===== src/design/gdh_pkg.sv =====
`timescale 1ns / 1ps
`default_nettype none

package gdh_pkg;

    localparam int COORD_BITS = 20;
    localparam int FRAC_BITS  = 16;

    localparam int DIFF_BITS  = COORD_BITS;
    localparam int H_BITS     = DIFF_BITS + FRAC_BITS + 2;
    localparam int Q_BITS     = H_BITS;
    localparam int REM_BITS   = Q_BITS + 2;
    localparam int RAD_BITS   = 2 * Q_BITS;
    localparam int SUMSQ_BITS = 2 * DIFF_BITS + 2;
    localparam int RAD_SHIFT  = 2 * FRAC_BITS + 2;
    localparam int OCT_BITS   = DIFF_BITS + 32;

    localparam int TIE_BITS   = 18;
    localparam int TIE_FRAC   = 16;
    localparam int OUT_BITS   = 40;
    localparam int P_BITS     = H_BITS + TIE_BITS;
    localparam int RND_BITS   = (P_BITS - TIE_FRAC + 1 > OUT_BITS + 1) ?
                                (P_BITS - TIE_FRAC + 1) : (OUT_BITS + 1);

    localparam logic [30:0]         SQRT3_Q30 = 31'd1859775393;
    localparam logic [30:0]         SQRT2_Q30 = 31'd1518500250;
    localparam logic [TIE_BITS-1:0] TIE_RESET = TIE_BITS'(1) << TIE_FRAC;

    typedef enum logic [1:0] {
        FUNC_OCTILE    = 2'd0,
        FUNC_MANHATTAN = 2'd1,
        FUNC_EUCLID    = 2'd2,
        FUNC_INVALID   = 2'd3
    } t_func;

    typedef struct packed {
        t_func             func;
        logic [H_BITS-1:0] h_alt;
    } t_side;

    typedef struct packed {
        logic                valid;
        t_side               side;
        logic [RAD_BITS-1:0] rad;
        logic [REM_BITS-1:0] rem;
        logic [Q_BITS-1:0]   q;
    } t_cell;

endpackage

`default_nettype wire


===== src/design/gdh_if.sv =====
`timescale 1ns / 1ps
`default_nettype none


interface gdh_rsp_if;
    import gdh_pkg::*;

    logic                valid;
    logic                ready;
    logic [OUT_BITS-1:0] cost_estimate;
    logic                bad_kind;

    modport source (output valid, cost_estimate, bad_kind, input ready);
    modport sink (input valid, cost_estimate, bad_kind, output ready);
endinterface


`default_nettype wire


===== src/design/gdh_scale.sv =====
`timescale 1ns / 1ps
`default_nettype none

module gdh_scale (
    input  wire logic                        i_clk,
    input  wire logic                        i_rst_n,
    input  wire gdh_pkg::t_cell              i_tail,
    input  wire logic [gdh_pkg::TIE_BITS-1:0] i_tie,
    output logic                             o_en,
    gdh_rsp_if.source                        o_rsp
);
    import gdh_pkg::*;

    typedef struct packed {
        logic [OUT_BITS-1:0] cost;
        logic                bad;
    } t_res;

    logic [Q_BITS:0]     q_inc;
    logic [H_BITS-1:0]   h_sel;
    logic                r_mul_valid;
    logic                r_mul_bad;
    logic [P_BITS-1:0]   r_mul_prod;
    logic [RND_BITS-1:0] rnd;
    t_res                n_res;
    logic                r_out_valid;
    logic                r_skid_valid;
    t_res                r_out, r_skid;
    logic                out_free;

    assign o_en     = !r_skid_valid;
    assign out_free = !r_out_valid || o_rsp.ready;

    always_comb begin
        q_inc = {1'b0, i_tail.q} + (Q_BITS+1)'(1);
        h_sel = (i_tail.side.func == FUNC_EUCLID) ? q_inc[Q_BITS:1] : i_tail.side.h_alt;
    end

    always_comb begin
        rnd = RND_BITS'(r_mul_prod >> TIE_FRAC) + RND_BITS'(r_mul_prod[TIE_FRAC-1]);
        n_res.bad = r_mul_bad;
        if (r_mul_bad) begin
            n_res.cost = '0;
        end else if (|rnd[RND_BITS-1:OUT_BITS]) begin
            n_res.cost = '1;
        end else begin
            n_res.cost = rnd[OUT_BITS-1:0];
        end
    end

    always_ff @(posedge i_clk) begin
        if (!i_rst_n) begin
            r_mul_valid  <= 1'b0;
            r_out_valid  <= 1'b0;
            r_skid_valid <= 1'b0;
        end else begin
            if (o_en) begin
                r_mul_valid <= i_tail.valid;
            end
            if (out_free) begin
                if (r_skid_valid) begin
                    r_out_valid  <= 1'b1;
                    r_skid_valid <= 1'b0;
                end else begin
                    r_out_valid <= r_mul_valid;
                end
            end else if (r_mul_valid && !r_skid_valid) begin
                r_skid_valid <= 1'b1;
            end
        end
    end

    always_ff @(posedge i_clk) begin
        if (o_en) begin
            r_mul_bad  <= (i_tail.side.func == FUNC_INVALID);
            r_mul_prod <= P_BITS'(h_sel) * P_BITS'(i_tie);
            r_skid     <= n_res;
        end
        if (out_free) begin
            r_out <= r_skid_valid ? r_skid : n_res;
        end
    end

    assign o_rsp.valid         = r_out_valid;
    assign o_rsp.cost_estimate = r_out.cost;
    assign o_rsp.bad_kind      = r_out.bad;

endmodule

`default_nettype wire


===== src/flat_wrapper.sv =====
// flat-port wrapper written by rule: the top's interface ports become plain ports
module gdh_scale_flat import gdh_pkg::*;
  (i_clk, i_rst_n, i_tail, i_tie, o_en, o_rsp_valid, o_rsp_cost_estimate, o_rsp_bad_kind, o_rsp_ready);
  gdh_rsp_if o_rsp_i ();
  input  wire logic i_clk;
  input  wire logic i_rst_n;
  input  wire gdh_pkg::t_cell i_tail;
  input  wire logic [gdh_pkg::TIE_BITS-1:0] i_tie;
  output logic o_en;
  output wire logic [$bits(o_rsp_i.valid)-1:0] o_rsp_valid;
  output wire logic [$bits(o_rsp_i.cost_estimate)-1:0] o_rsp_cost_estimate;
  output wire logic [$bits(o_rsp_i.bad_kind)-1:0] o_rsp_bad_kind;
  input wire logic [$bits(o_rsp_i.ready)-1:0] o_rsp_ready;
  assign o_rsp_valid = o_rsp_i.valid;
  assign o_rsp_cost_estimate = o_rsp_i.cost_estimate;
  assign o_rsp_bad_kind = o_rsp_i.bad_kind;
  assign o_rsp_i.ready = o_rsp_ready;
  gdh_scale u_core (.i_clk(i_clk), .i_rst_n(i_rst_n), .i_tail(i_tail), .i_tie(i_tie), .o_en(o_en), .o_rsp(o_rsp_i));
endmodule

===== config.mk =====
export PLATFORM = sky130hd
export DESIGN_NAME = gdh_scale_flat
export DESIGN_NICKNAME = d
export VERILOG_FILES = /design/src/design/gdh_pkg.sv /design/src/design/gdh_if.sv /design/src/design/gdh_scale.sv /design/src/flat_wrapper.sv
export SDC_FILE = /design/constraint.sdc
export NUM_CORES = 2
export LEC_CHECK = 0
export BUFFER_PORTS_ARGS = -buffer_cell sky130_fd_sc_hd__buf_4
export CAP_MARGIN = 20
export CORE_MARGIN = 2
export CORE_UTILIZATION = 60
export CTS_BUF_LIST = sky130_fd_sc_hd__clkbuf_8
export CTS_CLUSTER_DIAMETER = 150
export CTS_CLUSTER_SIZE = 25
export DETAILED_ROUTE_END_ITERATION = 10
export PLACE_DENSITY_LB_ADDON = 0.12
export SLEW_MARGIN = 20
export SYNTH_ARGS = -nofsm -noshare
export SYNTH_HDL_FRONTEND = slang
export SYNTH_SLANG_ARGS = --single-unit

===== constraint.sdc =====
create_clock -name i_clk -period 11.6 [get_ports i_clk]
set_input_delay 1.16 -clock i_clk [delete_from_list [all_inputs] [get_ports i_clk]]
set_output_delay 1.16 -clock i_clk [all_outputs]
set_load 0.1 [all_outputs]

==> out/results.ini <==
[logic_synthesis]
synthesis.area_sq_mm = 0.0268
synthDistinctLibCells = 60
synthTopCellsByCount = inv_1 (657), fa_1 (574), nand2_1 (567)
yosysMostFrequentCell = inv_1
seq_area_frac_synth_pct = 12.6
yosysTopAreaCellShare_pct = 42.9
synthTopCellsByArea = fa_1 (43%), edfxtp_1 (9.3%), inv_1 (9.2%)
synth-edff-count = 83
synthCells = 2989
syn_avg_cell_area_sq_um = 8.96
async_flop_share_pct = 0
ys.warnings.count = 0
syn-num-nets = 3909
ys.flop_type = edfxtp_1
ys_seq_elements = 127
synth_largest_area_cell = fa_1

[global_routing]
busiest_layer = met2
grt_use_met2_pct = 48.0
grt_overflow = 0
grt_max_degree = 77
grtUsageTotal_pct = 30.2
antenna_found_initial = 0
gr-usage-met3_pct = 7.13
first_global_vias = 22000
grt_pass1_wl_um = 111000
grt.met1_usage_pct = 41.6

[floorplan]
rows = 77
die_w_um = 215
core_sq_mm = 0.0441
start_util_pct = 60.7
dieArea_sq_mm = 0.0463
die_h_um = 215
top_level_ports = 259

[cells_and_area]
antenna_cells_inserted = 0
multi_input_area_sq_mm = 0.0205
layout.nets = 3950
fin_area_sq_mm = 0.0287
seqCellArea_sq_mm = 0.00337
area_growth_pct = 7.25
drive_above_1_share_pct = 7.87
fillers = 3749
stdcell_count = 3627

[route]
first_iter_violations = 1352
vias_per_cell = 5.55
firstDrtPassIters = 8
wl_per_cell_um = 18.4
drtAntennaViolNets = 0
drt_wl_total_um = 66800
drc = 0
vias = 20100

[worst_setup_path]
crit_path_frequent_cell = fa_1
worst-r2r-setup-slack_ps = 8480
crit_arrival_ps = 9520
path_max_fanout = 18
crit_path_start_kind = primary input
worst_ep_required_time_ps = 11820
cp_slowest_cell = o21ai_2
ff2ff_path_depth = 9
slowest_delay_ps = 740
critPathKind = in -> reg
crit_path_end_kind = flop
crit_start = i_tail[2]
reg2reg_from = u_core.r_mul_prod[15]$_DFFE_PN_

[timing]
hold_violations = 0
setup_viol = 0
worstMarginPinSlew_ps = 1120
final.period_utilization_pct = 80.2
clock_skew_ps = 32.7
fin_crit_ps = 9300
fin_ws_ps = 2300
rsz0062_at_grt = no
max_clock_freq_mhz = 107
finalMaxSlewViolations = 0
max-slew-margin-rel_pct = 25.3
finalSetupTns_ps = 0

[flow_run]
cap_violations = 0

[clocking]
post-cts-setup-buffer-count = 0
htree_levels = 4
cts.clk_slew.worst_paths_ps = 60
ctsHoldBuffers = 0
clockBufferDepth = 3
cts_tree = yes
cts_resized = 0
cts_sinks = 127
clk_latency_ps = 490
cts_made_buffers = 25
cts_root_buffer = clkbuf_8

[placement]
dpl_worst_slack_ps = 1920
hpwlAfterDp_um = 48900
gp_congestion = 0.864
placement.io_buffers = 142
dp_cells = 3595
dpl_cell_area_sq_mm = 0.0283

[worst_hold_path]
worstHoldPathType = reg -> reg
min_from = u_core.r_skid[7]$_DFF_P_
whs_path_depth = 1

[status]
status = completed

cell type report:
cell class / count / share of cell area, %
Clock buffer: 25 / 1.20
Clock inverter: 7 / 0.366
Inverter: 657 / 8.58
Multi-Input combinational cell: 2056 / 71.3
Sequential cell: 127 / 11.7
Tap cell: 592 / 2.58
Timing Repair Buffer: 163 / 4.26
kinds of logic after synthesis:
| kind of cell | count (synthesis) | synth area share [%] |
|---|---|---|
| AO/OA/AOI/OAI | 241 | 5.83 |
| XOR/XNOR | 109 | 3.56 |
| adder cells (fa/ha/maj) | 704 | 49.0 |
| buffers and inverters | 806 | 11.4 |
| flip-flops | 127 | 12.6 |
| multiplexers | 5 | 0.196 |
| AND/OR/NAND/NOR | 997 | 17.4 |
metal layers:
metal	part of all wire, %	wire length (um)
met1	40	26800
met2	46	30400
met3	12	7690
met4	2.8	1870
met5	0	0
final timing paths:
path,to
worst max register to register,u_core.o_rsp.cost_estimate[38]$_DFFE_PP_
worst min-delay path,u_core.r_skid[7]$_DFF_P_
worst max-delay path,u_core.r_mul_prod[51]$_DFFE_PN_
worst min register to register,u_core.r_skid[7]$_DFF_P_
cells in the final DEF (no fill, tap or decap), drive strengths merged, types with 34 or more instances in the layout:
cell type / n
a21oi: 56
and2: 231
inv: 659
xor2: 53
xnor2: 56
fa: 574
ha: 130
buf: 163
o21ai: 66
edfxtp: 83
dfxtp: 44
a21o: 35
nand3: 34
nand2: 567
nor2: 61
through the flow:
stage          hold slack [ps]  utilization, %
6_report                   450            65.1
5_1_grt                    477            65.1
4_1_cts                    455            65.1
3_5_place_dp               442            64.1
3_3_place_gp               430            64.1
2_1_floorplan              418               -
flip-flops by register name, summed over array words and instances, names as in the netlist:
signal / count
u_core.r_mul_prod: 41
u_core.r_skid: 41
u_core.o_rsp.cost_estimate: 40
u_core.o_rsp.bad_kind: 1
u_core.o_rsp.valid: 1
u_core.r_mul_bad: 1
u_core.r_mul_valid: 1
u_core.r_skid_valid: 1
critical path: cells and delay by family:
kind            cells  cell delay, ps
fa+ha+maj           7            3530
compound gates      9            2360
simple gates        7            1790
xor+xnor            2             340
buf+inv             4             310
Power is left out: the tool's default activity adds up to more than one toggle a clock period on the data nets, which glitch-free logic cannot reach.
