[config.mk]
export PLATFORM = sky130hd
export DESIGN_NAME = gdh_front
export DESIGN_NICKNAME = d
export VERILOG_FILES = /design/src/design/gdh_pkg.sv /design/src/design/gdh_front.sv
export SDC_FILE = /design/constraint.sdc
export NUM_CORES = 2
export LEC_CHECK = 0
export ABC_AREA = 0
export BUFFER_PORTS_ARGS = -buffer_cell sky130_fd_sc_hd__buf_2
export CAP_MARGIN = 20
export CORE_ASPECT_RATIO = 2
export CORE_MARGIN = 3
export CORE_UTILIZATION = 45
export CTS_CLUSTER_SIZE = 28
export DETAILED_ROUTE_END_ITERATION = 8
export SLEW_MARGIN = 25
export SYNTH_ARGS = -nofsm -noshare
export SYNTH_HDL_FRONTEND = slang
export SYNTH_SLANG_ARGS = --single-unit
[constraint.sdc]
create_clock -name i_clk -period 10.65 [get_ports i_clk]
set_input_delay 2.13 -clock i_clk [delete_from_list [all_inputs] [get_ports i_clk]]
set_output_delay 2.13 -clock i_clk [all_outputs]
set_load 0.1 [all_outputs]
[src/design/gdh_pkg.sv]
`timescale 1ns / 1ps
`default_nettype none

package gdh_pkg;

    localparam int COORD_BITS = 20;
    localparam int FRAC_BITS  = 16;

    localparam int DIFF_BITS  = COORD_BITS;
    localparam int H_BITS     = DIFF_BITS + FRAC_BITS + 2;
    localparam int Q_BITS     = H_BITS;
    localparam int REM_BITS   = Q_BITS + 2;
    localparam int RAD_BITS   = 2 * Q_BITS;
    localparam int SUMSQ_BITS = 2 * DIFF_BITS + 2;
    localparam int RAD_SHIFT  = 2 * FRAC_BITS + 2;
    localparam int OCT_BITS   = DIFF_BITS + 32;

    localparam int TIE_BITS   = 18;
    localparam int TIE_FRAC   = 16;
    localparam int OUT_BITS   = 40;
    localparam int P_BITS     = H_BITS + TIE_BITS;
    localparam int RND_BITS   = (P_BITS - TIE_FRAC + 1 > OUT_BITS + 1) ?
                                (P_BITS - TIE_FRAC + 1) : (OUT_BITS + 1);

    localparam logic [30:0]         SQRT3_Q30 = 31'd1859775393;
    localparam logic [30:0]         SQRT2_Q30 = 31'd1518500250;
    localparam logic [TIE_BITS-1:0] TIE_RESET = TIE_BITS'(1) << TIE_FRAC;

    typedef enum logic [1:0] {
        FUNC_OCTILE    = 2'd0,
        FUNC_MANHATTAN = 2'd1,
        FUNC_EUCLID    = 2'd2,
        FUNC_INVALID   = 2'd3
    } t_func;

    typedef struct packed {
        t_func             func;
        logic [H_BITS-1:0] h_alt;
    } t_side;

    typedef struct packed {
        logic                valid;
        t_side               side;
        logic [RAD_BITS-1:0] rad;
        logic [REM_BITS-1:0] rem;
        logic [Q_BITS-1:0]   q;
    } t_cell;

endpackage

`default_nettype wire

[src/design/gdh_front.sv]
`timescale 1ns / 1ps
`default_nettype none

module gdh_front (
    input  wire logic                                 i_clk,
    input  wire logic                                 i_rst_n,
    input  wire logic                                 i_en,
    input  wire logic                                 i_valid,
    input  wire gdh_pkg::t_func                       i_func,
    input  wire logic signed [gdh_pkg::COORD_BITS-1:0] i_first_x,
    input  wire logic signed [gdh_pkg::COORD_BITS-1:0] i_first_y,
    input  wire logic signed [gdh_pkg::COORD_BITS-1:0] i_first_z,
    input  wire logic signed [gdh_pkg::COORD_BITS-1:0] i_second_x,
    input  wire logic signed [gdh_pkg::COORD_BITS-1:0] i_second_y,
    input  wire logic signed [gdh_pkg::COORD_BITS-1:0] i_second_z,
    output gdh_pkg::t_cell                            o_head
);
    import gdh_pkg::*;

    localparam logic [OCT_BITS-1:0] OCT_RND = OCT_BITS'(1) << (29 - FRAC_BITS);

    function automatic logic [DIFF_BITS-1:0] abs_diff(
        input logic signed [COORD_BITS-1:0] a,
        input logic signed [COORD_BITS-1:0] b
    );
        logic signed [COORD_BITS:0] d;
        d = {a[COORD_BITS-1], a} - {b[COORD_BITS-1], b};
        return d[COORD_BITS] ? DIFF_BITS'(-d) : DIFF_BITS'(d);
    endfunction

    logic [2:0]                r_vld;

    t_func                     r_s1_func;
    logic [DIFF_BITS-1:0]      r_dx, r_dy, r_dz;

    logic [DIFF_BITS-1:0]      srt_a, srt_b, srt_c, srt_t;
    t_func                     r_s2_func;
    logic [DIFF_BITS-1:0]      r_lo, r_d_mid, r_d_hi;
    logic [2*DIFF_BITS-1:0]    r_sq_x, r_sq_y, r_sq_z;
    logic [DIFF_BITS+1:0]      r_man;

    t_func                     r_s3_func;
    logic [DIFF_BITS+30:0]     r_p3, r_p2;
    logic [DIFF_BITS-1:0]      r_s3_d_hi;
    logic [SUMSQ_BITS-1:0]     r_sumsq;
    logic [DIFF_BITS+1:0]      r_s3_man;

    logic [OCT_BITS-1:0]       oct_sum;
    t_cell                     n_head, r_head;

    always_comb begin
        srt_t = '0;
        srt_a = r_dx;
        srt_b = r_dy;
        srt_c = r_dz;
        if (srt_a > srt_b) begin
            srt_t = srt_a; srt_a = srt_b; srt_b = srt_t;
        end
        if (srt_b > srt_c) begin
            srt_t = srt_b; srt_b = srt_c; srt_c = srt_t;
        end
        if (srt_a > srt_b) begin
            srt_t = srt_a; srt_a = srt_b; srt_b = srt_t;
        end
    end

    always_comb begin
        oct_sum = OCT_BITS'(r_p3) + OCT_BITS'(r_p2) + (OCT_BITS'(r_s3_d_hi) << 30) + OCT_RND;
        n_head.valid     = r_vld[2];
        n_head.side.func = r_s3_func;
        unique case (r_s3_func)
            FUNC_OCTILE:    n_head.side.h_alt = oct_sum[30-FRAC_BITS +: H_BITS];
            FUNC_MANHATTAN: n_head.side.h_alt = H_BITS'(r_s3_man) << FRAC_BITS;
            default:        n_head.side.h_alt = '0;
        endcase
        n_head.rad = {r_sumsq, {RAD_SHIFT{1'b0}}};
        n_head.rem = '0;
        n_head.q   = '0;
    end

    always_ff @(posedge i_clk) begin
        if (!i_rst_n) begin
            r_vld        <= '0;
            r_head.valid <= 1'b0;
        end else if (i_en) begin
            r_vld  <= {r_vld[1:0], i_valid};
            r_head <= n_head;
        end
    end

    always_ff @(posedge i_clk) begin
        if (i_en) begin
            r_s1_func <= i_func;
            r_dx      <= abs_diff(i_first_x, i_second_x);
            r_dy      <= abs_diff(i_first_y, i_second_y);
            r_dz      <= abs_diff(i_first_z, i_second_z);

            r_s2_func <= r_s1_func;
            r_lo      <= srt_a;
            r_d_mid   <= srt_b - srt_a;
            r_d_hi    <= srt_c - srt_b;
            r_sq_x    <= (2*DIFF_BITS)'(r_dx) * (2*DIFF_BITS)'(r_dx);
            r_sq_y    <= (2*DIFF_BITS)'(r_dy) * (2*DIFF_BITS)'(r_dy);
            r_sq_z    <= (2*DIFF_BITS)'(r_dz) * (2*DIFF_BITS)'(r_dz);
            r_man     <= (DIFF_BITS+2)'(r_dx) + (DIFF_BITS+2)'(r_dy) + (DIFF_BITS+2)'(r_dz);

            r_s3_func <= r_s2_func;
            r_p3      <= (DIFF_BITS+31)'(r_lo) * (DIFF_BITS+31)'(SQRT3_Q30);
            r_p2      <= (DIFF_BITS+31)'(r_d_mid) * (DIFF_BITS+31)'(SQRT2_Q30);
            r_s3_d_hi <= r_d_hi;
            r_sumsq   <= SUMSQ_BITS'(r_sq_x) + SUMSQ_BITS'(r_sq_y) + SUMSQ_BITS'(r_sq_z);
            r_s3_man  <= r_man;
        end
    end

    assign o_head = r_head;

endmodule

`default_nettype wire

==> flow_summary.ini <==
[layout]
final_nets = 11500
post-route-util_pct = 49.0
fin_cells = 11500
area_delta_synth_final_pct = 8.20
drive_gt1_share_pct = 6.88

[synthesis]
syn_inst = 8523
synth_edf_count = 531
yosysSeqAreaShare_pct = 18.7
ys_ff_latch = 535
ys.flop_type = edfxtp_1
async_reset_ff_share_pct = 0
synth_cell_types = 98
syn-cell-area_mm2 = 0.0857
yosysWarnings = 0
syn_area_per_cell_um2 = 10.1

[timing]
fmax_mhz = 101
post-route-period-util_pct = 93.0
maxSlewHeadroom_pct = 22.6
hold_slack_ns = 0.410
setup_slack_ns = 0.745
setup_viol = 0
final_max_slew_viol_count = 0
finalClockSkew_ns = 0.0559
hold_viol_final = 0
fin_crit_ns = 9.90
tightest_slew_ns = 1.16

[drt]
drc = 0
wl_met1_um = 81900
num_vias = 60900
antenna_left = 0
routed_via_density = 5.30
topRoutingLayerUsed = met5
dr_wl_met3_um = 9050
dr.pass1.iters = 7
wire_per_inst_um = 24.0
wl_um = 275000
drt_iter0_drc = 3057
wl_met2_um = 150000

[grt]
grt.overflow.total = 0
antenna_found_initial = 22
grt_usage_pct = 28.6
grt_max_degree = 166
grt_pass1_wl_um = 409000
grt_pass1_vias = 67900

[place]
gp_congestion = 0.997
dpl.hpwl_um = 238000
place_ws_ns = 0.0642
io_buffers = 208
dp.cells = 11300

[cts]
numClockSinks = 535
numCtsBuffers = 55
cts.clk_slew.worst_paths_ns = 0.07
cts_tree = yes
insertion_delay_ns = 0.72
h-tree-depth = 2
cts.hold.buffers_added = 0
cts_buffer_depth = 3
root_buffer = clkbuf_16

[critical_path]
critPathLaunchType = flip-flop
slowest_delay_ns = 0.42
critPathKind = reg2reg
r2r_start = r_dx[11]$_DFFE_PP_
cp.required_ns = 11.09
r2r_cells = 46
path_common_cell = o21ai_0
cpMaxStageDelayCell = nor4_4
crit_arrival_ns = 10.35
reg2reg_slack_ns = 0.75
crit_path_end_kind = flip-flop
worstPathMaxFanout = 20
r2r-end = r_d_hi[18]$_DFFE_PP_

[hold_path]
min_path_type = reg2reg
holdPathEnd = r_s3_d_hi[17]$_DFFE_PP_
min_from = r_d_hi[17]$_DFFE_PP_
hold_path_depth = 0

[die]
die_w_um = 315
fp.dieH_um = 623
start_util_pct = 45.3
top_level_ports = 321
core_mm2 = 0.189
rows = 226
die-area_mm2 = 0.196

[outcome]
status = completed

[flow_run]
drv_cap = 0
-- critical path, delay by kind of cell (launching register included) --
family | cells | cell delay, ns
AND/OR/NAND/NOR | 11 | 2.15
flip-flops | 1 | 0.41
XOR/XNOR | 1 | 0.15
adder cells (fa/ha/maj) | 5 | 1.47
AO/OA/AOI/OAI | 24 | 4.70
buffers and inverters | 5 | 0.72
-- synthesized netlist by cell type, drive strengths merged (7+ instances only) --
cell        n  area [µm²]
a221oi      9        91.3
or2        29         181
mux2i      25         262
a21oi     389        1950
o31a       13         114
nor4        7        65.1
ha       1184       14800
a211oi     32         245
a2111oi    10        95.1
and3       30         188
clkinv     16        60.1
a211o      11        96.3
o21bai     62         465
a41oi      12         105
clkbuf    132         495
a41o       10         100
a21o      125         946
nor3b       7        52.6
a21boi     35         267
edfxtp    531       15900
o21a       58         435
mux2        7        78.8
nand2b     47         294
xnor2     306        2680
nor3       96         480
a31o        9        78.8
or4         7        52.6
nor2b      59         369
a31oi      27         184
inv      1935        7260
or3        26         163
nand4      28         181
xor2      116        1020
nand3      82         425
and2      104         651
buf       142         973
o21ai     212        1060
and4       13         114
fa       1375       27500
nand2     472        1770
nor2      621        2330
o31ai      25         208
-- placed cells by master, fill, tap and decap left out, types with 58 or more instances in the layout --
| cell type | count |
|---|---|
| inv_1 | 1935 |
| fa_1 | 1375 |
| ha_1 | 1184 |
| nor2_1 | 620 |
| edfxtp_1 | 531 |
| nand2_1 | 470 |
| a21oi_1 | 382 |
| xnor2_1 | 296 |
| buf_2 | 207 |
| buf_4 | 200 |
| o21ai_0 | 195 |
| a21o_1 | 124 |
| conb_1 | 115 |
| xor2_1 | 113 |
| and2_1 | 103 |
| diode_2 | 97 |
| nor3_1 | 96 |
| nand3_1 | 79 |
| o21bai_1 | 62 |
| nor2b_1 | 59 |
| o21a_1 | 58 |
-- cells by family (layout without fill, tap and decap cells) --
kind of cell | Yosys count | in the layout | synth area share, %
AOI/OAI and AO/OA | 1104 | 1104 | 8.24
xor gates and xnor gates | 422 | 422 | 4.31
adders and majority gates | 2559 | 2559 | 49.4
buffers and inverters | 2225 | 2466 | 10.3
DFF | 535 | 535 | 18.7
muxes | 32 | 32 | 0.397
other | 1 | 212 | 0.00437
and+or+nand+nor | 1645 | 1645 | 8.71
-- per-layer routing --
layer	vias up	track usage (%)
met3	833	2.51
met4	2	28.1
li1	27700	-
met5	-	0
met2	1767	54.1
met1	30600	25.8
-- sequential cells by signal (all words and copies together), names as in the netlist, 22 cells and up --
name / count
r_sumsq: 42
r_sq_y: 39
r_sq_z: 39
r_p2: 50
r_p3: 50
o_head: 83
r_s3_man: 22
r_sq_x: 39
r_man: 22
-- through the flow --
step	area [µm²]	setup TNS, ns
after floorplan	86200	0
after global placement	90600	0
after detailed placement	90600	0
after CTS	92500	0
after global routing	92800	-0.00174
final	92800	0
-- final cells by class --
class,count,area (µm²)
clock buffers,64,1450
clock inverters,40,432
fillers,17900,96700
multi-input cells,5877,61500
flip-flops and latches,535,16000
well taps,2508,3140
diodes,97,243
repair buffers,411,2600
inverters,1951,7320
-- how the worst max path moves through the flow --
| stage | start | to | cells past startpoint |
|---|---|---|---|
| 3_3_place_gp | r_dy[18]$_DFFE_PP_ | r_d_hi[19]$_DFFE_PP_ | 44 |
| 4_1_cts | r_dx[11]$_DFFE_PP_ | r_d_hi[19]$_DFFE_PP_ | 42 |
| 3_5_place_dp | r_dy[18]$_DFFE_PP_ | r_d_hi[19]$_DFFE_PP_ | 44 |
| 6_report | r_dx[11]$_DFFE_PP_ | r_d_hi[18]$_DFFE_PP_ | 46 |
| 5_1_grt | r_dx[11]$_DFFE_PP_ | r_d_hi[18]$_DFFE_PP_ | 45 |
| 2_1_floorplan | r_dy[10]$_DFFE_PP_ | r_d_hi[18]$_DFFE_PP_ | 54 |
-- what timing repair did --
action	CTS	global route
pin swaps	0	4
setup buffers	0	0
resized for setup	1	21
endpoints found under the hold margin	0	0
setup endpoints to repair	1	8
Power is left out: the tool's default activity adds up to more than one toggle a clock period on the data nets, which glitch-free logic cannot reach.
