### src/design/gdh_pkg.sv
`timescale 1ns / 1ps
`default_nettype none

package gdh_pkg;

    localparam int COORD_BITS = 20;
    localparam int FRAC_BITS  = 16;

    localparam int DIFF_BITS  = COORD_BITS;
    localparam int H_BITS     = DIFF_BITS + FRAC_BITS + 2;
    localparam int Q_BITS     = H_BITS;
    localparam int REM_BITS   = Q_BITS + 2;
    localparam int RAD_BITS   = 2 * Q_BITS;
    localparam int SUMSQ_BITS = 2 * DIFF_BITS + 2;
    localparam int RAD_SHIFT  = 2 * FRAC_BITS + 2;
    localparam int OCT_BITS   = DIFF_BITS + 32;

    localparam int TIE_BITS   = 18;
    localparam int TIE_FRAC   = 16;
    localparam int OUT_BITS   = 40;
    localparam int P_BITS     = H_BITS + TIE_BITS;
    localparam int RND_BITS   = (P_BITS - TIE_FRAC + 1 > OUT_BITS + 1) ?
                                (P_BITS - TIE_FRAC + 1) : (OUT_BITS + 1);

    localparam logic [30:0]         SQRT3_Q30 = 31'd1859775393;
    localparam logic [30:0]         SQRT2_Q30 = 31'd1518500250;
    localparam logic [TIE_BITS-1:0] TIE_RESET = TIE_BITS'(1) << TIE_FRAC;

    typedef enum logic [1:0] {
        FUNC_OCTILE    = 2'd0,
        FUNC_MANHATTAN = 2'd1,
        FUNC_EUCLID    = 2'd2,
        FUNC_INVALID   = 2'd3
    } t_func;

    typedef struct packed {
        t_func             func;
        logic [H_BITS-1:0] h_alt;
    } t_side;

    typedef struct packed {
        logic                valid;
        t_side               side;
        logic [RAD_BITS-1:0] rad;
        logic [REM_BITS-1:0] rem;
        logic [Q_BITS-1:0]   q;
    } t_cell;

endpackage

`default_nettype wire

### src/design/gdh_sqrt_cell.sv
`timescale 1ns / 1ps
`default_nettype none

module gdh_sqrt_cell (
    input  wire logic     i_clk,
    input  wire logic     i_rst_n,
    input  wire logic     i_en,
    input  wire gdh_pkg::t_cell i_cell,
    output gdh_pkg::t_cell o_cell
);
    import gdh_pkg::*;

    logic [REM_BITS-1:0] rem_sh;
    logic [REM_BITS-1:0] trial;
    logic                take;
    t_cell               n_cell, r_cell;

    // One restoring square-root step: bring down the next bit pair of the radicand.
    always_comb begin
        rem_sh = {i_cell.rem[REM_BITS-3:0], i_cell.rad[RAD_BITS-1 -: 2]};
        trial  = {i_cell.q, 2'b01};
        take   = (rem_sh >= trial);
        n_cell.valid = i_cell.valid;
        n_cell.side  = i_cell.side;
        n_cell.rad   = i_cell.rad << 2;
        n_cell.rem   = take ? (rem_sh - trial) : rem_sh;
        n_cell.q     = {i_cell.q[Q_BITS-2:0], take};
    end

    always_ff @(posedge i_clk) begin
        if (!i_rst_n) begin
            r_cell.valid <= 1'b0;
        end else if (i_en) begin
            r_cell <= n_cell;
        end
    end

    assign o_cell = r_cell;

endmodule

`default_nettype wire

### config.mk
export PLATFORM = sky130hd
export DESIGN_NAME = gdh_sqrt_cell
export DESIGN_NICKNAME = d
export VERILOG_FILES = /design/src/design/gdh_pkg.sv /design/src/design/gdh_sqrt_cell.sv
export SDC_FILE = /design/constraint.sdc
export NUM_CORES = 1
export LEC_CHECK = 0
export BUFFER_PORTS_ARGS = -buffer_cell sky130_fd_sc_hd__buf_2
export CAP_MARGIN = 20
export CELL_PAD_IN_SITES_DETAIL_PLACEMENT = 1
export CELL_PAD_IN_SITES_GLOBAL_PLACEMENT = 1
export CORE_UTILIZATION = 38
export CTS_BUF_LIST = sky130_fd_sc_hd__clkbuf_8
export CTS_CLUSTER_DIAMETER = 150
export DETAILED_ROUTE_END_ITERATION = 16
export PLACE_DENSITY_LB_ADDON = 0.12
export SLEW_MARGIN = 20
export SYNTH_ARGS = -nofsm -noshare
export SYNTH_HDL_FRONTEND = slang
export SYNTH_SLANG_ARGS = --single-unit
### constraint.sdc
create_clock -name i_clk -period 7.2 [get_ports i_clk]
set_clock_uncertainty 0.05 [all_clocks]
set_input_delay 0.36 -clock i_clk [delete_from_list [all_inputs] [get_ports i_clk]]
set_output_delay 0.36 -clock i_clk [all_outputs]
set_load 0.005 [all_outputs]
==> results.txt, run 1 <==
----------------------------------------------------
[Routing]
  ANT nets after route ... 0
  Final routed DRC violation total ... 0
  Met2 WL post-DR ... 16500 um
  Wirelength per Cell ... 21.1 um
  DR vias/cell ... 4.92
  DRT met1 WL ... 12500 um
  Number of detailed-routing iterations run before antenna repair ... 5
  Top Layer Used ... met5
  Total length of routed met3 wires ... 1830 um
  Total detailed-routing wirelength ... 32100 um
  Starting DRT DRC Count ... 295
  Routed via count ... 7468

[Placement]
  IO buf count ... 388
  Half-perimeter wire length after placement ... 21300 um
  Setup WS pre-CTS ... 3.62 ns
  Number of cells after detailed placement ... 1342
  Post-place instance area ... 11300 sq um
  Last weighted congestion value of the routability-driven placer ... 0.839

[Pwr]
  Fraction of power consumed by sequential logic ... 0.504
  Overall power of the completed layout ... 2.69 mW
  Leak ... 5.74 nW
  Power density of the placed cells ... 205 nW/um^2
  Clock group share of total power ... 0.286
  Cell internal power dissipation ... 1.88 mW
  Combinational fraction of design power ... 0.210
  Switching Share ... 0.301
  Net switching power ... 0.811 mW
  Worst-case vdd ir drop ... 0.000111 V

[Finish]
  Design area ... 13200 sq um
  Most frequent cells in the layout ... buf_2, edfxtp_1, dlygate4sd3_1
  Net count reported at finish ... 1422
  Commonest non-fill, non-tap cell in the layout ... buf_2
  Relative area change from synthesis to final layout ... 44.7%
  Post-layout util ... 0.560
  Fraction of layout instances using a drive strength above 1 ... 0.394
  Final instance count without filler cells ... 1518
  Number of flip-flops under the largest register name ... 193

[STA]
  Actual transition at the worst max-transition pin ... 0.829 ns
  Timing-limited maximum frequency ... 0.282 GHz
  Hold_ws ... 0.0241 ns
  Number of endpoints failing setup at the final stage ... 0
  Slew HR ... 0.447
  Number of pins exceeding their max-slew limit in the final report ... 0
  Hold violation total from the final report ... 0
  RSZ-0062 raised after global routing ... false
  Setup slack of the critical path after layout ... 3.65 ns
  Min cycle time layout ... 3.55 ns
  Total negative setup slack ... 0 ns
  Final worst path period share ... 0.493

[Logic synthesis]
  Area contributors post-synth ... edfxtp_1, ha_1, mux2_4
  Fraction of the yosys area taken by sequential cells ... 0.636
  Average cell area after synthesis ... 13.9 sq um
  Synthesis Warnings ... 0
  Proportion of synthesized flip-flops having asynchronous set or reset ... 0
  Number of distinct library cells after synthesis ... 65
  Cells after Synth ... 656
  Synth top area share ... 0.634
  Post-synth top area cell ... edfxtp_1
  Prevailing post-synth register cell ... edfxtp_1
  Synth Cell Area ... 9090 sq um
  Post-synth EDFFs ... 192
  Yosys reg bits ... 193

[Floorplanning]
  Core outline area ... 23500 sq um
  Die area ... 24500 sq um
  Height of the die ... 157 um
  Die X-Extent ... 157 um
  Number of top-level pins ... 393
  Total number of placement rows ... 56
  Starting utilization of the core area ... 0.387

[Global routing]
  Global-route wire length before repair ... 46200 um
  Initial antenna violation count ... 5
  Remaining global-route overflow ... 0
  Via count of the first global-routing pass ... 7754
  Pin count of the biggest net entering global routing ... 148
  Overall global routing resource usage ... 0.257

[Setup path]
  Sequence of cells on the critical path ... dlygate4sd3_1 > buf_2 > inv_1 > ha_1 > a21oi_1 > o21ai_0 > a2111oi_0 > a211oi_1 > o21ai_1 > a31oi_1 > xor2_1 > mux2_4
  Critical-path cell with the highest stage delay ... a2111oi_0
  Kind of start point of the critical path ... primary input
  Crit path max fanout ... 7
  Buf+Inv Stages, Crit Path ... 3
  Peak per-stage delay on the critical path ... 0.73 ns
  Crit path capture type ... flop
  Crit path max-delay family ... compound AO/OA/AOI/OAI gates
  Required time worst endpoint ... 7.39 ns
  Data arrival at the endpoint of the critical path ... 3.75 ns
  Type of the worst setup path ... in -> reg

[Hold path]
  Hold WC Path Type ... in -> reg

[Clock tree]
  Cell at the root of the clock tree ... clkbuf_8
  Clock Path Buffers ... 2
  Clock Sinks ... 193
  Reg clk slew, reported paths ... 0.12 ns
  H-tree Lvls ... 4
  Insertion delay of the later-clocked pin in the worst-skew pair ... 0.47 ns
  Setup Buffers After CTS ... 0
  Clock buffer count from CTS ... 17
  CTS tree ... built

[Run status]
  Result of the run ... complete, no violations

[Run]
  Reported max-cap violation count ... 0

----------------------------------------------------
synthesized netlist by cell type (all sizes together), types with 5 or more instances:
cell type,number
a211oi,7
a21o,21
a21oi,46
and2,5
buf,7
clkbuf,16
edfxtp,192
ha,40
inv,56
mux2,32
nand2,32
nand2b,5
nand3,11
nand4,12
nor2,27
nor2b,5
nor3,8
o211ai,10
o21a,5
o21ai,27
o21bai,5
o31ai,6
xnor2,22
xor2,8
power groups by stage:
stage	Sequential [mW]	Combinational, mW	Clock (mW)
after floorplan	1.40	0.272	0
after global placement	1.37	0.489	0
after detailed placement	1.38	0.497	0
after CTS	1.35	0.561	0.778
after global routing	1.36	0.614	0.822
final	1.36	0.565	0.770
metal layers:
| layer | vias up | track usage |
|---|---|---|
| met5 | - | 0 |
| met1 | 3619 | 0.289 |
| met2 | 257 | 0.459 |
| li1 | 3523 | - |
| met4 | 8 | 0.118 |
| met3 | 61 | 0.0612 |
cells by family after synthesis:
logic type | synth area share
xor gates and xnor gates | 0.0289
adders and majority gates | 0.0551
AOI/OAI and AO/OA | 0.119
DFF | 0.636
muxes | 0.0545
and+or+nand+nor | 0.0662
buffers and inverters | 0.0396
other | 0.000412
layout make-up:
type,instances,area (sq um)
Tap cell,319,399
Antenna cell,2,5.00
Inverter,56,215
Fill cell,2571,10300
Clock inverter,15,181
Sequential cell,193,5790
Timing Repair Buffer,531,3380
Multi-Input combinational cell,385,2950
Clock buffer,17,234
path summary, 6_finish.rpt:
path,startpoint,to,slack (ns),depth (start not counted)
worst max-delay path,i_cell[13],o_cell[76],3.65,12
worst min-delay path,i_cell[19],o_cell[20],0.02,1
worst max register to register,o_cell[194],o_cell[194],6.55,2
worst min register to register,o_cell[194],o_cell[194],0.49,2
what timing repair did:
item	in CTS	in global routing
hold buffers	139	3
resized for setup	0	0
hold endpoints to repair	139	3
Power figures use the tool's default switching activity.
==> run 2: changes to the inputs <==
- CORE_UTILIZATION: 38 -> 35
- clock period: 7.2 -> 2.85 ns (I/O delays scaled with it)
==> run 2 against run 1 <==
  * First-iteration DRC count increased by 42%
  * Critical path depth up 1
  * Clock power increased by 150%
  * Sequential cell count unchanged
  * Sequential power grew to 2.5 times the previous value
  * Total power grew to 2.6 times the previous value
  * Hold slack improved by 0.015 ns
  * Core utilization rose by 0.49 points
  * Clock-buffer cell count did not move
  * Design area grew 8.8%
  * Wire length up 6.9%
  * Sequential share of layout area is 3.6 points lower
  * Largest cell class unchanged
  * Largest power group unchanged
==> results.txt, run 2 (synthesized netlist as in run 1, its figures left out) <==
----------------------------------------------------
[Global routing]
  Initial antenna violation count ... 5 (unchanged)
  Overall global routing resource usage ... 0.254 (-0.00299)
  Remaining global-route overflow ... 0 (unchanged)
  Via count of the first global-routing pass ... 8757 (+13%)
  Global-route wire length before repair ... 50600 um (+9.6%)
  Pin count of the biggest net entering global routing ... 52 (-65%)

[Clock tree]
  Clock buffer count from CTS ... 17 (unchanged)
  Cell at the root of the clock tree ... clkbuf_8
  Insertion delay of the later-clocked pin in the worst-skew pair ... 0.47 ns (about the same)
  CTS tree ... built
  Clock Path Buffers ... 2 (unchanged)
  H-tree Lvls ... 4 (unchanged)
  Reg clk slew, reported paths ... 0.12 ns (about the same)
  Clock Sinks ... 193 (unchanged)

[Floorplanning]
  Die area ... 26600 sq um (+8.5%)
  Number of top-level pins ... 393 (unchanged)
  Starting utilization of the core area ... 0.359 (-0.0284)
  Die X-Extent ... 163 um (+4.1%)
  Total number of placement rows ... 58 (+3.6%)
  Height of the die ... 163 um (+4.1%)
  Core outline area ... 25300 sq um (+7.9%)

[Run]
  Reported max-cap violation count ... 0 (unchanged)

[Setup path]
  Crit path max-delay family ... compound AO/OA/AOI/OAI gates
  Data arrival at the endpoint of the critical path ... 2.93 ns (-0.82 ns)
  Sequence of cells on the critical path ... dlygate4sd3_1 > buf_2 > inv_1 > ha_1 > o21ai_1 > nand2b_1 > and2_1 > a221oi_2 > nand2_1 > o21a_4 > a21oi_4 > inv_8 > mux2_4
  Buf+Inv Stages, Crit Path ... 4 (+1)
  Crit path capture type ... flop
  Required time worst endpoint ... 3.02 ns (-4.37 ns)
  Critical-path cell with the highest stage delay ... dlygate4sd3_1
  FF-to-FF path depth ... 3 (+1)
  Peak per-stage delay on the critical path ... 0.53 ns (-0.20 ns)
  Crit path max fanout ... 34 (+27)
  Endpoint of the lowest-slack register-to-register path ... o_cell[194]
  Type of the worst setup path ... in -> reg
  R2r setup slk ... 1.56 ns (-4.99 ns)
  Kind of start point of the critical path ... primary input
  Reg-to-Reg Start ... o_cell[194]

[STA]
  Actual transition at the worst max-transition pin ... 0.647 ns (-0.182 ns)
  Min cycle time layout ... 2.76 ns
  Final worst path period share ... 0.969
  Timing-limited maximum frequency ... 0.362 GHz
  Slew HR ... 0.568 (+0.121)
  Hold violation total from the final report ... 0 (unchanged)
  Setup slack of the critical path after layout ... 0.0870 ns (-3.56 ns)
  Number of endpoints failing setup at the final stage ... 0 (unchanged)
  Number of pins exceeding their max-slew limit in the final report ... 0 (unchanged)
  Hold_ws ... 0.0393 ns (+0.0152 ns)
  RSZ-0062 raised after global routing ... true

[Placement]
  Last weighted congestion value of the routability-driven placer ... 0.831 (-0.99%)
  Setup WS pre-CTS ... -0.208 ns (-3.83 ns)
  IO buf count ... 388 (unchanged)
  Number of cells after detailed placement ... 1434 (+6.9%)
  Half-perimeter wire length after placement ... 23100 um (+8.5%)

[Routing]
  Total detailed-routing wirelength ... 34300 um (+6.9%)
  Routed via count ... 8094 (+8.4%)
  ANT nets after route ... 0 (unchanged)
  Number of detailed-routing iterations run before antenna repair ... 5 (unchanged)
  DR vias/cell ... 4.88 (-0.89%)
  Starting DRT DRC Count ... 420 (+42%)
  Final routed DRC violation total ... 0 (unchanged)
  Wirelength per Cell ... 20.6 um (-2.3%)

[Run status]
  Result of the run ... complete, no violations

[Hold path]
  Launch point of the worst hold path ... i_cell[153]
  WHS Path Cells ... 3 (+2)
  Hold WC Path Type ... in -> reg
  Endpoint, Worst Hold ... o_cell[39]

[Pwr]
  Worst-case vdd ir drop ... 0.000346 V (+210%)
  Power density of the placed cells ... 487 nW/um^2 (+140%)
  Leak ... 6.33 nW (+10%)
  Overall power of the completed layout ... 6.97 mW (+160%)

[Finish]
  Fraction of layout instances using a drive strength above 1 ... 0.423 (+0.0291)
  Commonest non-fill, non-tap cell in the layout ... buf_2
  Most frequent cells in the layout ... buf_2, edfxtp_1, dlygate4sd3_1
  Relative area change from synthesis to final layout ... 57.5%
  Number of flip-flops under the largest register name ... 193 (unchanged)
  Final instance count without filler cells ... 1660 (+9.4%)
  Net count reported at finish ... 1551 (+9.1%)

----------------------------------------------------
## run 2: changes by cell type in the layout (fill, tap and decap cells not counted), sizes merged
cell,change
dlygate4sd3,+48
clkinv,+5
buf,+81
inv,-6
diode,+3
## run 2: area by class of cell
class	instances	area, sq um
antenna	5	12.5
clock buffer	17	234
clock inverter	14	168
fill	2741	11000
inverter	56	218
multi-input combinational	385	2990
sequential	193	5790
tap	330	413
timing repair buffer	660	4500
## run 2: stage by stage
stage / area (sq um) / utilization / setup TNS (ns)
2_1_floorplan: 9100 / - / 0
3_3_place_gp: 12000 / 0.472 / -1.43
3_5_place_dp: 12000 / 0.472 / -2.92
4_1_cts: 14300 / 0.563 / 0
5_1_grt: 14300 / 0.565 / -0.0588
6_report: 14300 / 0.565 / 0
## run 2: how the worst max path moves through the flow
stage,cells past startpoint,start,to,slack [ns]
global placement,12,i_cell[9],o_cell[76],-0.20
detailed placement,13,i_cell[8],o_cell[76],-0.21
floorplan,12,i_cell[5],o_cell[44],0.17
finish,13,i_cell[34],o_cell[53],0.09
CTS,13,i_cell[12],o_cell[67],0.02
global route,12,i_cell[20],o_cell[41],-0.02
## run 2: where the power goes
| part | internal (mW) | switching, mW | total, mW | leakage, nW |
|---|---|---|---|---|
| clock | 0.665 | 1.23 | 1.89 | 0.200 |
| combinational | 0.863 | 0.791 | 1.65 | 4.32 |
| sequential | 3.36 | 0.0600 | 3.42 | 1.81 |
| total | 4.89 | 2.08 | 6.97 | 6.33 |
## run 2: tightest hold or removal path, cell delays in order
cell and delay (ns):
buf_2 0.09, inv_1 0.06, mux2i_1 0.15
## run 2: what timing repair did
item | 4_1_cts | 5_1_grt
hold buffers | 190 | 0
hold endpoints to repair | 189 | 0
setup buffers | 0 | 0
resized for setup | 0 | 12
endpoints found under the setup margin | 0 | 34
## run 2: per-layer routing
| metal | routed length (um) | vias up | global-route usage |
|---|---|---|---|
| met5 | 12 | - | 0 |
| met4 | 1540 | 2 | 0.117 |
| met3 | 1950 | 75 | 0.0546 |
| met2 | 17500 | 298 | 0.457 |
| met1 | 13200 | 3931 | 0.285 |
| li1 | - | 3788 | - |
